[config.mk]
export PLATFORM = sky130hd
export DESIGN_NAME = lba_front
export DESIGN_NICKNAME = d
export VERILOG_FILES = /design/src/hdl/lba_pkg.sv /design/src/hdl/lba_front.sv
export SDC_FILE = /design/constraint.sdc
export NUM_CORES = 1
export LEC_CHECK = 0
export ABC_AREA = 1
export BUFFER_PORTS_ARGS = -buffer_cell sky130_fd_sc_hd__buf_2
export CAP_MARGIN = 20
export CORE_UTILIZATION = 50
export DETAILED_ROUTE_END_ITERATION = 12
export GPL_TIMING_DRIVEN = 0
export PLACE_DENSITY = 0.84
export SETUP_SLACK_MARGIN = 0.2
export SLEW_MARGIN = 20
export SYNTH_ARGS = -nofsm -noshare
export SYNTH_HDL_FRONTEND = slang
export SYNTH_SLANG_ARGS = --single-unit
[constraint.sdc]
create_clock -name vclk -period 12.5
set_input_delay 0.625 -clock vclk [all_inputs]
set_output_delay 0.625 -clock vclk [all_outputs]
set_load 0.05 [all_outputs]
[src/hdl/lba_pkg.sv]
package lba_pkg;
	localparam int MAX_COEFFS_DEF   = 64;
	localparam int NUM_ORBITALS_DEF = 4;

	localparam int MODE_W   = 2;
	localparam int TAU_W    = 24;
	localparam int WEIGHT_W = 32;
	localparam int ORB_W    = 2;
	localparam int COEFF_W  = 6;
	localparam int BETA_W   = 25;
	localparam int NCOEF_W  = 7;
	localparam int ACC_W    = 56;
	localparam int POLY_W   = 34;
	localparam int X_W      = 32;
	localparam int IN_DATA_W  = 96;
	localparam int OUT_DATA_W = 56;

	// queue entry without the address: mode, dt, neg, weight, ok
	localparam int ITEM_FIXED_W = MODE_W + BETA_W + 1 + WEIGHT_W + 1;

	localparam logic [BETA_W-1:0]  BETA_RESET  = 25'd16777216;
	localparam logic [NCOEF_W-1:0] NCOEF_RESET = 7'd30;

	localparam logic [MODE_W-1:0] MODE_ADD    = 2'd0;
	localparam logic [MODE_W-1:0] MODE_COMMIT = 2'd1;
	localparam logic [MODE_W-1:0] MODE_READ   = 2'd2;

	localparam logic REG_BETA  = 1'b0;
	localparam logic REG_NCOEF = 1'b1;
endpackage

[src/hdl/lba_front.sv]
module lba_front #(
	parameter int MAX_COEFFS   = lba_pkg::MAX_COEFFS_DEF,
	parameter int NUM_ORBITALS = lba_pkg::NUM_ORBITALS_DEF,
	parameter int AW           = 10,
	parameter int ITEM_W       = lba_pkg::ITEM_FIXED_W + AW
) (
	input  logic                        s_tvalid,
	output logic                        s_tready,
	input  logic [lba_pkg::IN_DATA_W-1:0] s_tdata,
	input  logic [lba_pkg::MODE_W-1:0]  s_tuser,
	input  logic [lba_pkg::BETA_W-1:0]  beta_eff,
	input  logic                        clearing,
	input  logic                        q_full,
	output logic                        push,
	output logic [ITEM_W-1:0]           item
);
	logic [lba_pkg::TAU_W-1:0]    tau_a, tau_c;
	logic [lba_pkg::WEIGHT_W-1:0] weight;
	logic                         sign_neg;
	logic [lba_pkg::ORB_W-1:0]    row, col;
	logic [lba_pkg::COEFF_W-1:0]  coeff;
	logic signed [25:0]           diff;
	logic signed [26:0]           wrapped;
	logic [lba_pkg::BETA_W-1:0]   dt;
	logic                         neg, orb_ok, coeff_ok, ok, keep;
	logic [31:0]                  base32;
	logic [AW-1:0]                addr;

	assign tau_a    = s_tdata[23:0];
	assign tau_c    = s_tdata[47:24];
	assign weight   = s_tdata[79:48];
	assign sign_neg = s_tdata[80];
	assign row      = s_tdata[82:81];
	assign col      = s_tdata[84:83];
	assign coeff    = s_tdata[90:85];

	// wrap the difference into the interval, flipping the sign, then clamp
	always_comb begin
		diff    = $signed({2'b00, tau_a}) - $signed({2'b00, tau_c});
		wrapped = {diff[25], diff};
		neg     = sign_neg;
		if (diff[25]) begin
			wrapped = {diff[25], diff} + $signed({2'b00, beta_eff});
			neg     = !sign_neg;
		end
		if (wrapped[26]) begin
			dt = '0;
		end else if (wrapped > $signed({2'b00, beta_eff})) begin
			dt = beta_eff;
		end else begin
			dt = wrapped[24:0];
		end
	end

	always_comb begin
		orb_ok   = (32'(row) < NUM_ORBITALS) && (32'(col) < NUM_ORBITALS);
		coeff_ok = 32'(coeff) < MAX_COEFFS;
		base32   = (32'(row) * NUM_ORBITALS + 32'(col)) * MAX_COEFFS;
		addr     = AW'(base32);
		ok       = 1'b1;
		keep     = 1'b0;
		unique case (s_tuser)
			lba_pkg::MODE_ADD: begin
				keep = orb_ok;
			end
			lba_pkg::MODE_COMMIT: begin
				keep = 1'b1;
			end
			lba_pkg::MODE_READ: begin
				keep = 1'b1;
				ok   = orb_ok && coeff_ok;
				addr = AW'(base32 + 32'(coeff));
			end
			default: begin
				keep = 1'b0;
			end
		endcase
	end

	assign s_tready = !q_full && !clearing;
	assign push     = s_tvalid && s_tready && keep;
	assign item     = {s_tuser, dt, neg, weight, addr, ok};
endmodule

==> impl_metrics.tcl <==
set metrics [dict create \
    outcome "finished, final reports clean" \
    max_freq_ghz 0.1456 \
    crit_path_start_kind "input pin" \
    design.seq.count 0 \
    fin_setup_tns_ns 0 \
    syn-num-nets 1156 \
    final_util 0.6071 \
    worstSetupPathType "input pin to primary output" \
    postCtsSetupBuffers 0 \
    cp_common_cell "nand2_1" \
    cellPowerDensity_nw_per_um2 116.3 \
    drt-total-wl_mm 16.02 \
    max_slew_margin 0.5534 \
    mostFrequentLayoutCell "nand2_1" \
    layout-drive-gt1-share 0.2435 \
    syn_inst 952 \
    critical_path.slowest_cell "nor4_1" \
    cts-resized-gates 0 \
    setup_violations 0 \
    globalRouteMet1Util 0.3739 \
    regArea_um2 0 \
    cp.required_ns 11.88 \
    ios 199 \
    final.clkbuf_count 0 \
    fin_nets 1315 \
    syn_avg_cell_area_um2 5.579 \
    cts-hold-fix-buffers 0 \
    p_total_mw 0.7291 \
    initial_core_util 0.5145 \
    synthDistinctLibCells 38 \
    vias_per_cell 5.180 \
    whs_ns 1.551 \
    rows 37 \
    layout_common_cells "257 x nand2_1, 164 x buf_2, 160 x inv_1, 76 x ha_1, 70 x nor2_1" \
    maxCapViolCount 0 \
    rsz0062_at_grt "no" \
    grt-ovfl-total 0 \
    io_buffers 157 \
    netlist_area_um2 5311 \
    worst_pin_slew_ns 0.6638 \
    seq_area_frac_synth 0 \
    fp.dieW_um 105.1 \
    grtUsageMet3 0.008110 \
    cp_slowest_stage_delay_ns 0.51 \
    fin_crit_sh 0.5494 \
    grt_pass1_wl_mm 26.02 \
    fin_area_um2 6267 \
    firstDrtPassIters 5 \
    peakVddDrop_mv 0.09344 \
    vias 6449 \
    setup_ws_ns 5.633 \
    min_period_ns 6.867 \
    ant_nets 0 \
    hold_path_class "input pin to primary output" \
    dp_cells 1245 \
    placed_cell_area_um2 6267 \
    grt_max_degree 12 \
    crit_fanout 10 \
    drt_iter0_drc 437 \
    final_max_slew_viol_count 0 \
    stdcell_count 1245 \
    route.detailed.drc 0 \
    busiest_layer "met2" \
    gp_congestion 0.9685 \
    crit_arrival_ns 6.24 \
    grt_use_met2 0.5293 \
    yosys_warnings 0 \
    design.core.area_um2 10320 \
    leakagePower_nw 3.797 \
    dp_slack_ns 5.692 \
    antenna_found_initial 0 \
    num_antenna_cells 0 \
    wl_per_cell_um 12.87 \
    end_kind "primary output" \
    area_growth_syn_to_layout_pct 18.00 \
    die_h_um 105.1 \
    first_global_vias 5719 \
    place_hpwl_mm 14.17 \
    hold_viol 0 \
    grt_usage 0.2858 \
    die-area_um2 11040 \
]
==> layer usage <==
| layer | part of all wire | vias up |
|---|---|---|
| met3 | 0.057 | 21 |
| li1 | - | 3367 |
| met5 | 0 | - |
| met4 | 0.017 | 0 |
| met1 | 0.46 | 2822 |
| met2 | 0.47 | 239 |
==> path summary, 6_finish.rpt <==
check	start	end	slack, ns	cells past startpoint
worst min-delay path	s_tdata[70]	item[33]	1.55	2
worst max-delay path	s_tdata[0]	item[49]	5.63	34
==> cell type report <==
class,instances,area [µm²]
inverters,168,630.6
fillers,1110,4056
repair buffers,157,785.8
well taps,136,170.2
plain buffers,56,414.1
multi-input cells,728,4267
==> cells in the mapped netlist (2+ instances only) <==
cell type / number / area [µm²]
inv_2: 7 / 26.28
a21oi_1: 60 / 300.3
nor2_2: 3 / 18.77
inv_1: 160 / 600.6
xor2_1: 15 / 131.4
nand2_8: 2 / 40.04
nand2_1: 257 / 964.7
ha_1: 76 / 950.9
o21ai_1: 3 / 15.01
buf_6: 2 / 22.52
a21oi_2: 5 / 43.79
fa_1: 2 / 40.04
o21ai_0: 44 / 220.2
nor2_1: 70 / 262.8
nor3_1: 11 / 55.05
nand2_2: 14 / 87.58
nand3_1: 60 / 300.3
buf_2: 7 / 35.03
nand3_2: 21 / 210.2
and2_1: 5 / 31.28
o21bai_1: 7 / 52.55
xnor2_1: 15 / 131.4
nand4_1: 47 / 294.0
buf_4: 45 / 337.8
==> power by group <==
part           internal (mW)  switching (mW)  total [mW]
clock network              0               0           0
logic                  0.229           0.500       0.729
registers                  0               0           0
==> critical path, delay by kind of cell <==
family                     cells  cell delay, ns
adders and majority gates      4            1.26
and+or+nand+nor               17            2.13
xor gates and xnor gates       1            0.31
AOI/OAI and AO/OA              4            1.05
buffers and inverters          8            0.87
==> cells by family (layout without fill, tap and decap cells) <==
kind of cell / after synthesis / count (layout) / synth area share
other: 1 / 1 / 0.0007060
xor gates and xnor gates: 30 / 30 / 0.04947
AOI/OAI and AO/OA: 121 / 121 / 0.1218
adders and majority gates: 78 / 78 / 0.1866
and+or+nand+nor: 498 / 498 / 0.4448
buffers and inverters: 224 / 381 / 0.1967
(Power assumes the default switching activity.)
