`src/hdl/lba_queue.sv`:
```
module lba_queue #(
	parameter int W     = 8,
	parameter int DEPTH = 2
) (
	input  logic         clk,
	input  logic         arst_n,
	input  logic         push,
	input  logic [W-1:0] push_data,
	input  logic         pop,
	output logic         full,
	output logic         valid,
	output logic [W-1:0] head
);
	localparam int PW = (DEPTH > 1) ? $clog2(DEPTH) : 1;
	localparam int CW = $clog2(DEPTH + 1);

	logic [W-1:0]  mem_q [DEPTH];
	logic [PW-1:0] wp_q, rp_q;
	logic [CW-1:0] cnt_q;

	always_ff @(posedge clk or negedge arst_n) begin
		if (!arst_n) begin
			wp_q  <= '0;
			rp_q  <= '0;
			cnt_q <= '0;
		end else begin
			if (push) begin
				wp_q <= (wp_q == PW'(DEPTH - 1)) ? '0 : wp_q + 1'b1;
			end
			if (pop) begin
				rp_q <= (rp_q == PW'(DEPTH - 1)) ? '0 : rp_q + 1'b1;
			end
			cnt_q <= cnt_q + CW'(push) - CW'(pop);
		end
	end

	always_ff @(posedge clk) begin
		if (push) begin
			mem_q[wp_q] <= push_data;
		end
	end

	assign full  = (cnt_q == CW'(DEPTH));
	assign valid = (cnt_q != '0);
	assign head  = mem_q[rp_q];
endmodule

```
`config.mk`:
```
export PLATFORM = sky130hd
export DESIGN_NAME = lba_queue
export DESIGN_NICKNAME = d
export VERILOG_FILES = /design/src/hdl/lba_queue.sv
export SDC_FILE = /design/constraint.sdc
export NUM_CORES = 1
export LEC_CHECK = 0
export ABC_AREA = 1
export BUFFER_PORTS_ARGS = -buffer_cell sky130_fd_sc_hd__buf_4
export CAP_MARGIN = 0
export CORE_MARGIN = 2
export CORE_UTILIZATION = 35
export DETAILED_ROUTE_END_ITERATION = 10
export SLEW_MARGIN = 10
export SYNTH_ARGS = -nofsm -noshare
export SYNTH_HDL_FRONTEND = slang
export SYNTH_SLANG_ARGS = --single-unit
```
`constraint.sdc`:
```
create_clock -name clk -period 1.25 [get_ports clk]
set_input_delay 0.125 -clock clk [delete_from_list [all_inputs] [get_ports clk]]
set_output_delay 0.125 -clock clk [all_outputs]
set_load 0.01 [all_outputs]
```
==> results of run 1 <==
## per-layer routing
| layer | vias up | global-route usage, % | routed length, µm |
|---|---|---|---|
| li1 | 279 | - | - |
| met1 | 242 | 10.1 | 493 |
| met2 | 11 | 16.9 | 703 |
| met3 | 0 | 2.86 | 44 |
| met4 | 0 | 5.13 | 0 |
| met5 | - | 0 | 0 |
## cell type report
type	count	share of cell area, %
well taps	28	3.03
multi-input cells	30	17.2
repair buffers	31	22.4
inverters	15	4.87
clock buffers	3	1.95
clock inverters	1	0.325
flip-flops and latches	20	50.2
## worst max-delay path, cell delays in order (launching register included)
cell	delay [ns]
dfrtp_1	0.41
buf_6	0.15
nand2_1	0.07
o21ai_2	0.06
buf_4	0.14
## power breakdown
part / total, µW / switching [µW] / internal, µW
Sequential: 971 / 66.6 / 904
Combinational: 1030 / 526 / 508
Clock: 291 / 175 / 116
Total: 2300 / 767 / 1530
## worst max-delay path by stage
stage | slack, ns | from | cells past startpoint | to
floorplan | 0.11 | wp_q | 1 | mem_q[0][0]
global placement | 0.17 | cnt_q[0] | 6 | cnt_q[1]
detailed placement | 0.13 | cnt_q[0] | 7 | cnt_q[1]
global route | -0.04 | rp_q | 3 | head[1]
CTS | -0.003 | rp_q | 3 | head[0]
finish | 0.01 | rp_q | 4 | head[7]
## repair_timing
item / CTS / global route
pin swaps: 1 / 3
endpoints found under the setup margin: 5 / 8
resized for setup: 10 / 8
setup buffers: 1 / 0
hold endpoints to repair: 4 / 10
hold buffers: 1 / 5
## cell families after synthesis
family	Yosys count	share of synthesized area [%]
fa+ha+maj	2	3.01
buf+inv	17	10.5
simple gates	18	8.28
flops	20	69.9
xor+xnor	2	2.11
compound gates	8	6.17
## cells in the mapped netlist
| cell | instances | share of area [%] |
|---|---|---|
| buf_6 | 1 | 1.4 |
| buf_12 | 1 | 2.4 |
| inv_1 | 15 | 6.8 |
| nand2_1 | 15 | 6.8 |
| o21ai_2 | 3 | 3.2 |
| dfrtp_1 | 4 | 12 |
| xor2_1 | 2 | 2.1 |
| edfxtp_1 | 16 | 58 |
| ha_1 | 2 | 3.0 |
| o21ai_0 | 5 | 3.0 |
| nor2_1 | 2 | 0.90 |
| nand3_1 | 1 | 0.60 |
## state kept, by name, indices dropped and copies added (netlist names)
name / count
wp_q: 1
rp_q: 1
cnt_q: 2
mem_q: 16
## per-stage QoR
stage | cell area [µm²] | worst slack, ns
floorplan | 831 | 0.107
detailed placement | 1010 | 0.133
global route | 1160 | -0.0443
finish | 1160 | 0.0110
global placement | 1010 | 0.173
CTS | 1080 | -0.00270
==> metrics, run 1 <==
# rows 17; worst clock skew 0.00372 ns; vias in the first global route 469; dpl hpwl 906 µm; Max clock buf depth 2; # H-tree levels 1; GP Congestion 0.676; Leak 0.000531 µW; WHS 0.0166 ns; Antenna Nets Post-Route 0; Root Buffer clkbuf_4; register area share after synthesis 69.9%; dpl cells 117; core area 0.00223 mm²; reg2reg path depth 7; FF-to-FF Start cnt_q[0]; fin util 51.8%; routed length per instance 9.70 µm; Max-slew headroom 78.7%; final setup fails 0; Final nets 115; TritonCTS Sinks 20; RSZ-0062 raised after global routing true; die height 52.7 µm; Hold WC Path Type input port to flip-flop; initial antenna violation count 0; largest net degree at the start of global routing 12; flop-to-flop setup slack 0.12 ns; Mapped Area 831 µm²; # fillers 198; number of CTS-inserted buffers 3; critical path type flip-flop to output pin; full die area 0.00278 mm²; Fmax 0.807 GHz; area of the multi-input gates 199 µm²; status finished, final reports clean; drt drc 0; antenna diode count 0; Avg Cell Area, Syn 12.4 µm²; Final Hold Viols 0; minimum clock period 1.24 ns; Buffers on Ports 21; Tightest Pin Transition 0.319 ns; total power 2300 µW; part of the cycle the worst path needs 99.1%; top fanout value on the critical path 9; most frequent cells in the layout 22 x buf_4, 16 x edfxtp_1, 15 x inv_1; total number of vias 532; crit end category output pin; Worst R2R End cnt_q[1]; most common cell after layout, fill and taps aside buf_4; CP required 1.12 ns; via/cell ratio 4.16; yosys warns 0; Max VDD drop 1.02 mV; final cell count without fillers 128; Routed WL 1.24 mm; first-pass GRT wire length 1.86 mm; Worst setup SP type flip-flop; die width 52.7 µm; share of cells above drive strength 1 40.0%; critical path arrival 1.11 ns; Distinct cells, synth 12; hold_sp pop; hold endpoint rp_q; Top Ports 22; Mapped Cells 67; hold path cells 2; Clock Latency Late Sink 0.29 ns; PwrDens 1990 mW/mm²; all-layer global routing usage 9.58%; Yosys reg bits 20; initial core utilization 37.2%; max-slew violations 0; Iter 0 DRT Violations 11; CTS tree done; clock slew at reported path FFs 0.10 ns; register area 581 µm²; max_cap viols 0; Layout area overhead 39.2%; Post-Syn Nets 81; first-pass iteration count of the detailed router 4; setup TNS 0 ns; total congestion overflow 0
(Power assumes the default switching activity.)
==> run 2, diff against run 1 <==
--- a/config.mk
+++ b/config.mk
@@ -8,9 +8,11 @@
 export ABC_AREA = 1
 export BUFFER_PORTS_ARGS = -buffer_cell sky130_fd_sc_hd__buf_4
 export CAP_MARGIN = 0
+export CORE_ASPECT_RATIO = 1.25
 export CORE_MARGIN = 2
 export CORE_UTILIZATION = 35
 export DETAILED_ROUTE_END_ITERATION = 10
+export PLACE_DENSITY = 0.61
 export SLEW_MARGIN = 10
 export SYNTH_ARGS = -nofsm -noshare
 export SYNTH_HDL_FRONTEND = slang
==> metrics, run 2 (synthesis gave the netlist of run 1 again) <==
total congestion overflow 0; total power 2340 µW; crit end category output pin; CTS tree done; total number of vias 557; flop-to-flop setup slack 0.15 ns; hold_sp push; Max clock buf depth 2; core area 0.00223 mm²; Root Buffer clkbuf_4; Max-slew headroom 77.4%; drt drc 0; Hold WC Path Type input port to flip-flop; Buffers on Ports 21; routed length per instance 9.69 µm; minimum clock period 1.28 ns; Antenna Nets Post-Route 0; critical path type flip-flop to output pin; number of CTS-inserted buffers 3; antenna diode count 0; final cell count without fillers 136; slowest stage cell, crit path dfrtp_2; failing checks negative setup slack; full die area 0.00278 mm²; slack of the critical path -0.0343 ns; biggest regs mem_q (16), cnt_q (2); initial core utilization 37.2%; Clock Latency Late Sink 0.29 ns; CP required 1.12 ns; max reg flops 16; Fmax 0.779 GHz; FF-to-FF Start cnt_q[0]; final setup fails 6; # fillers 212; max-slew violations 0; largest net degree at the start of global routing 12; Routed WL 1.32 mm; most frequent cells in the layout 24 x buf_4, 16 x edfxtp_1, 14 x inv_1; hold path cells 2; WHS 0.0325 ns; share of cells above drive strength 1 41.9%; status complete, but fails checks; die width 47.6 µm; Leak 0.000544 µW; via/cell ratio 4.10; first-pass iteration count of the detailed router 4; PwrDens 1940 mW/mm²; Layout area overhead 45.3%; max_cap viols 0; die height 58.5 µm; critical path arrival 1.16 ns; part of the cycle the worst path needs 103%; Worst R2R End cnt_q[1]; area of the multi-input gates 201 µm²; # rows 19; worst-path cell chain buf_6 > o21ai_2 > buf_4; Biggest register mem_q; Worst setup SP type flip-flop; GP Congestion 0.606; Final nets 120; most common cell after layout, fill and taps aside buf_4; dpl hpwl 918 µm; largest stage delay on the critical path 0.46 ns; clock slew at reported path FFs 0.10 ns; all-layer global routing usage 10.6%; Max VDD drop 1.23 mV; top fanout value on the critical path 6; worst clock skew 0.00230 ns; dpl cells 118; # H-tree levels 1; hold endpoint wp_q; reg2reg path depth 7; RSZ-0062 raised after global routing true; Final Hold Viols 0; TritonCTS Sinks 20; Iter 0 DRT Violations 7; Top Ports 22; first-pass GRT wire length 2.04 mm; vias in the first global route 535; register area 582 µm²; Tightest Pin Transition 0.339 ns; initial antenna violation count 0
==> run 2: cell count changes in the layout (fill, tap and decap cells not counted), sizes merged <==
cell | previous run | this run
dlygate4sd3 | 6 | 10
buf | 25 | 26
==> run 2: layout make-up <==
class / instances / area share, %
clock buffers: 3 / 1.87
clock inverters: 1 / 0.311
inverters: 15 / 4.66
multi-input cells: 30 / 16.7
flip-flops and latches: 20 / 48.2
well taps: 31 / 3.21
repair buffers: 36 / 25.1
==> run 2: worst max-delay path by stage <==
stage | start | endpoint | slack [ns] | depth (start not counted)
floorplan | wp_q | mem_q[0][0] | 0.11 | 1
global placement | rp_q | head[7] | 0.09 | 2
detailed placement | rp_q | head[7] | 0.09 | 2
CTS | rp_q | head[3] | -0.03 | 3
global route | rp_q | head[0] | -0.11 | 4
finish | rp_q | head[0] | -0.03 | 3
==> run 2: layer usage <==
metal / share of wire [%] / routed length, µm / GRT usage [%]
met5: 0 / 0 / 0
met4: 1.6 / 21 / 5.79
met3: 4.2 / 55 / 3.07
met2: 55 / 726 / 19.5
met1: 39 / 514 / 9.72
==> run 2: timing repair <==
| action | CTS | global route |
|---|---|---|
| endpoints found under the setup margin | 8 | 9 |
| resized for setup | 10 | 9 |
| pin swaps | 5 | 1 |
| setup buffers | 5 | 0 |
| endpoints found under the hold margin | 5 | 16 |
| hold buffers | 2 | 8 |
==> run 2: per-stage QoR <==
stage | setup TNS, ns | setup WS (ns) | util, % | cell area, µm²
floorplan | 0 | 0.107 | - | 831
global placement | 0 | 0.0901 | 44.9 | 1000
detailed placement | 0 | 0.0873 | 44.9 | 1000
CTS | -0.162 | -0.0294 | 49.2 | 1100
global route | -0.616 | -0.106 | 54.0 | 1210
finish | -0.111 | -0.0343 | 54.0 | 1210
==> run 2: where the power goes <==
| group | total [µW] | switching, µW | internal [µW] |
|---|---|---|---|
| combinational | 1050 | 516 | 537 |
| sequential | 995 | 86.4 | 908 |
| clock | 293 | 177 | 116 |
==> run 2: worst max-delay path: cells and delay by family (launching register included) <==
| family | cells | cell delay, ns |
|---|---|---|
| compound gates | 1 | 0.13 |
| buf+inv | 2 | 0.28 |
| flops | 1 | 0.46 |
